===== config.mk =====
export PLATFORM = sky130hd
export DESIGN_NAME = flvrs_ram
export DESIGN_NICKNAME = d
export VERILOG_FILES = /design/src/flvrs_ram.sv
export SDC_FILE = /design/constraint.sdc
export NUM_CORES = 2
export LEC_CHECK = 0
export BUFFER_PORTS_ARGS = -buffer_cell sky130_fd_sc_hd__buf_4
export CORE_MARGIN = 1.5
export CORE_UTILIZATION = 30
export CTS_BUF_LIST = sky130_fd_sc_hd__clkbuf_8
export CTS_CLUSTER_SIZE = 24
export DETAILED_ROUTE_END_ITERATION = 8
export GPL_ROUTABILITY_DRIVEN = 1
export PLACE_DENSITY = 0.54
export SLEW_MARGIN = 5
export SYNTH_ARGS = -nofsm -noshare
export SYNTH_HDL_FRONTEND = slang
export SYNTH_SLANG_ARGS = --single-unit

===== constraint.sdc =====
create_clock -name clock -period 3.34 [get_ports clock]
set_input_delay 0.167 -clock clock [delete_from_list [all_inputs] [get_ports clock]]
set_output_delay 0.167 -clock clock [all_outputs]
set_load 0.1 [all_outputs]

===== src/flvrs_ram.sv =====
`timescale 1ns / 1ps
// Generic single-write, single-read RAM with registered read data.
// Depends on nothing.
module flvrs_ram #(
   parameter int WIDTH = 8,
   parameter int DEPTH = 256
) (
   input  logic                     clock,
   input  logic                     wr_en,
   input  logic [$clog2(DEPTH)-1:0] wr_addr,
   input  logic [WIDTH-1:0]         wr_data,
   input  logic                     rd_en,
   input  logic [$clog2(DEPTH)-1:0] rd_addr,
   output logic [WIDTH-1:0]         rd_data
);

   logic [WIDTH-1:0] mem_ff [DEPTH];

   // write port and registered read port
   always_ff @(posedge clock) begin
      if (wr_en) begin
         mem_ff[wr_addr] <= wr_data;
      end
      if (rd_en) begin
         rd_data <= mem_ff[rd_addr];
      end
   end

endmodule


==> results.toml <==
[clock_tree]
cts_tree = "yes"
numCtsBuffers = 355
cts_max_level = 5
cts-root-buf = "clkbuf_8"
cts.sinks = 2056
cts_setup_buffers = 0
clk_pin_slew_ns = 0.06
clock_path_buffers = 4
clock_latency_ns = 1.03

[worst_setup_path]
cp-start-kind = "flip-flop"
required_ns = 4.10
path_buf_inv = 1
crit_slowest_cell = "nor4_1"
critPathCaptureType = "flip-flop"
path_class = "flip-flop to flip-flop"
cp_max_fo = 1
critical_path.top_delay_family = "simple AND/OR/NAND/NOR gates"
crit_chain = "mux4_2 > nor2b_1 > a211oi_1 > nor2_1 > nor4_1 > buf_4 > nor4_2"
cpPeakStageDelay_ns = 0.75
arrival_ns = 3.64

[pwr]
p_leak_nw = 29.83
power_density_mw_per_mm2 = 555.5
ir_worst_vdd_uv = 424.6

[global_route]
first_global_vias = 41860
antenna_found_initial = 16
gr-total-overflow = 0
grt_usage_pct = 15.82
grt_start_max_net_pins = 136
grt_pass1_wl_um = 309100

[flow_run]
cap_violations = 0

[synth]
ys.flop_type = "edfxtp_1"
muxShareOfSynthArea_pct = 14.60
synth-compound-area-share_pct = 3.416
yosysTopAreaCell = "edfxtp_1"
synth_simple_gate_area_share_pct = 2.625
avgSynthCellArea_um2 = 21.33
synthAdderAreaFrac_pct = 0
synth_top_family_by_area = "multiplexers"
synth_cell_types = 54
synthCells = 3733
yosysWarnings = 0
synth_seq_cells = 2056
synth_edf_count = 2056
synth_top_area_share_pct = 77.53
synth_seq_area_share_pct = 77.53
synth_xor_area_share_pct = 0
async_flop_share_pct = 0
synth_nets = 3760
yosys-top-cells-area = "edfxtp_1 (78%), mux4_2 (13%), mux2i_1 (1.7%)"
syn_area_mm2 = 0.07964

[place]
io_buffers = 34
postPlaceCellArea_mm2 = 0.08732
routabilityCongestion = 0.8193
dp_hpwl_um = 135600
place_ws_ns = -0.3508

[sta]
worst_pin_slew_ns = 1.152
grt_setup_unrepaired = "no"
relSlewSlack_pct = 22.46
finalClockSkew_ns = 0.07910
hold_ws_ns = 0.1770
finalCritPeriodShare_pct = 86.28
finalSetupTns_ns = 0
post-route-min-period_ns = 2.882
hold_violations = 0
setup_ws_ns = 0.4583
setup_violations = 0
fmax_mhz = 347.0
slew_viol_final = 0

[floorplanning]
die-area_mm2 = 0.2686
io_pins = 35
dieHeight_um = 518.2
coreArea_mm2 = 0.2632
initial_core_util_pct = 30.25
rows = 188
die_w_um = 518.2

[min_path]
worstHoldPathType = "input port to flip-flop"

[final_layout]
nNetsFinal = 4430
syn_to_final_growth_pct = 17.74
drive_gt1_share_pct = 30.32
design_area_mm2 = 0.09376

[drt]
via_per_inst = 5.027
wirelength_um = 216400
drc = 0
wl_per_cell_um = 26.50
drt_iter0_drc = 4385
postRouteAntennaNets = 0
vias = 41050
firstDrtPassIters = 5

[status]
status = "finished, final reports clean"
[synth_stat cells (all sizes together) (2+ instances only)]
master	instances
o22ai	28
a21oi	96
nand3	34
mux2i	134
a31oi	2
a22oi	133
a22o	8
a211oi	16
edfxtp	2056
nand2b	8
o32ai	5
o21ai	12
a311oi	2
and3b	2
nor2b	31
clkbuf	111
nor3	22
buf	122
o22a	5
mux4	456
or2	4
nand3b	2
and2	6
nand2	33
o211ai	10
o221ai	47
nand4	10
a221oi	14
nor4	27
a2111oi	5
nor2	282
[placed cells by master (no fill, tap or decap), drive strengths merged, types with 47 or more instances in the layout]
cell    instances
mux4          456
mux2i         134
clkinv        118
a22oi         133
a21oi          96
o221ai         47
buf           522
edfxtp       2056
clkbuf        360
inv           108
nor2          282
[flip-flops by register name, summed over array words and instances (netlist names)]
| signal | flops |
|---|---|
| rd_data | 8 |
| mem_ff | 2048 |
[final cells by class]
cell class | count | area (um2)
inverter | 2 | 7.507
antenna | 7 | 17.52
timing repair buffer | 546 | 4897
sequential | 2056 | 61740
clock inverter | 238 | 1230
fill | 24390 | 169500
clock buffer | 360 | 4955
tap | 3515 | 4398
multi-input combinational | 1442 | 16520
[timing repair]
item / CTS / global route
hold buffers: 24 / 0
endpoints found under the hold margin: 2423 / 0
resized for setup: 0 / 0
[metal layers]
metal / track usage, % / part of all wire (%) / routed length, um
met1: 22.06 / 43 / 93640
met2: 24.87 / 47 / 102100
met3: 2.974 / 6.6 / 14390
met4: 5.165 / 2.9 / 6210
met5: 0 / 0.0042 / 9
[worst reg2reg max path, delay by kind of cell (launching register included)]
kind | cells | cell delay [ns]
AO/OA/AOI/OAI | 1 | 0.45
buffers and inverters | 1 | 0.24
flip-flops | 1 | 0.38
multiplexers | 1 | 0.46
AND/OR/NAND/NOR | 4 | 1.12
[stage by stage]
stage / power [W] / instances / util (%)
3_3_place_gp: 0.03194 / 7537 / 33.17
3_5_place_dp: 0.03197 / 7537 / 33.17
2_1_floorplan: 0.03049 / 3733 / -
6_report: 0.05209 / 8166 / 35.62
5_1_grt: 0.05379 / 8165 / 35.62
4_1_cts: 0.05263 / 8159 / 35.61
[logic make-up after synthesis]
| family | count (synthesis) |
|---|---|
| DFF | 2056 |
| buffers and inverters | 235 |
| AOI/OAI and AO/OA | 385 |
| and+or+nand+nor | 466 |
| muxes | 591 |
[worst paths after layout]
kind / start / end / slack, ns / depth (start not counted)
max: mem_ff[72][2] / rd_data[2] / 0.46 / 7
min: rd_en / rd_data[5] / 0.18 / 2
max reg2reg: mem_ff[72][2] / rd_data[2] / 0.46 / 7
min reg2reg: mem_ff[194][0] / rd_data[0] / 1.21 / 5
[where the power goes]
group | leakage [nW] | internal [W] | switching, W | total [W]
Sequential | 18.5 | 0.0285 | 0.0000442 | 0.0285
Clock | 3.54 | 0.0107 | 0.00995 | 0.0207
Combinational | 7.80 | 0.00106 | 0.00186 | 0.00292
Total | 29.8 | 0.0402 | 0.0119 | 0.0521
(Power assumes the default switching activity.)
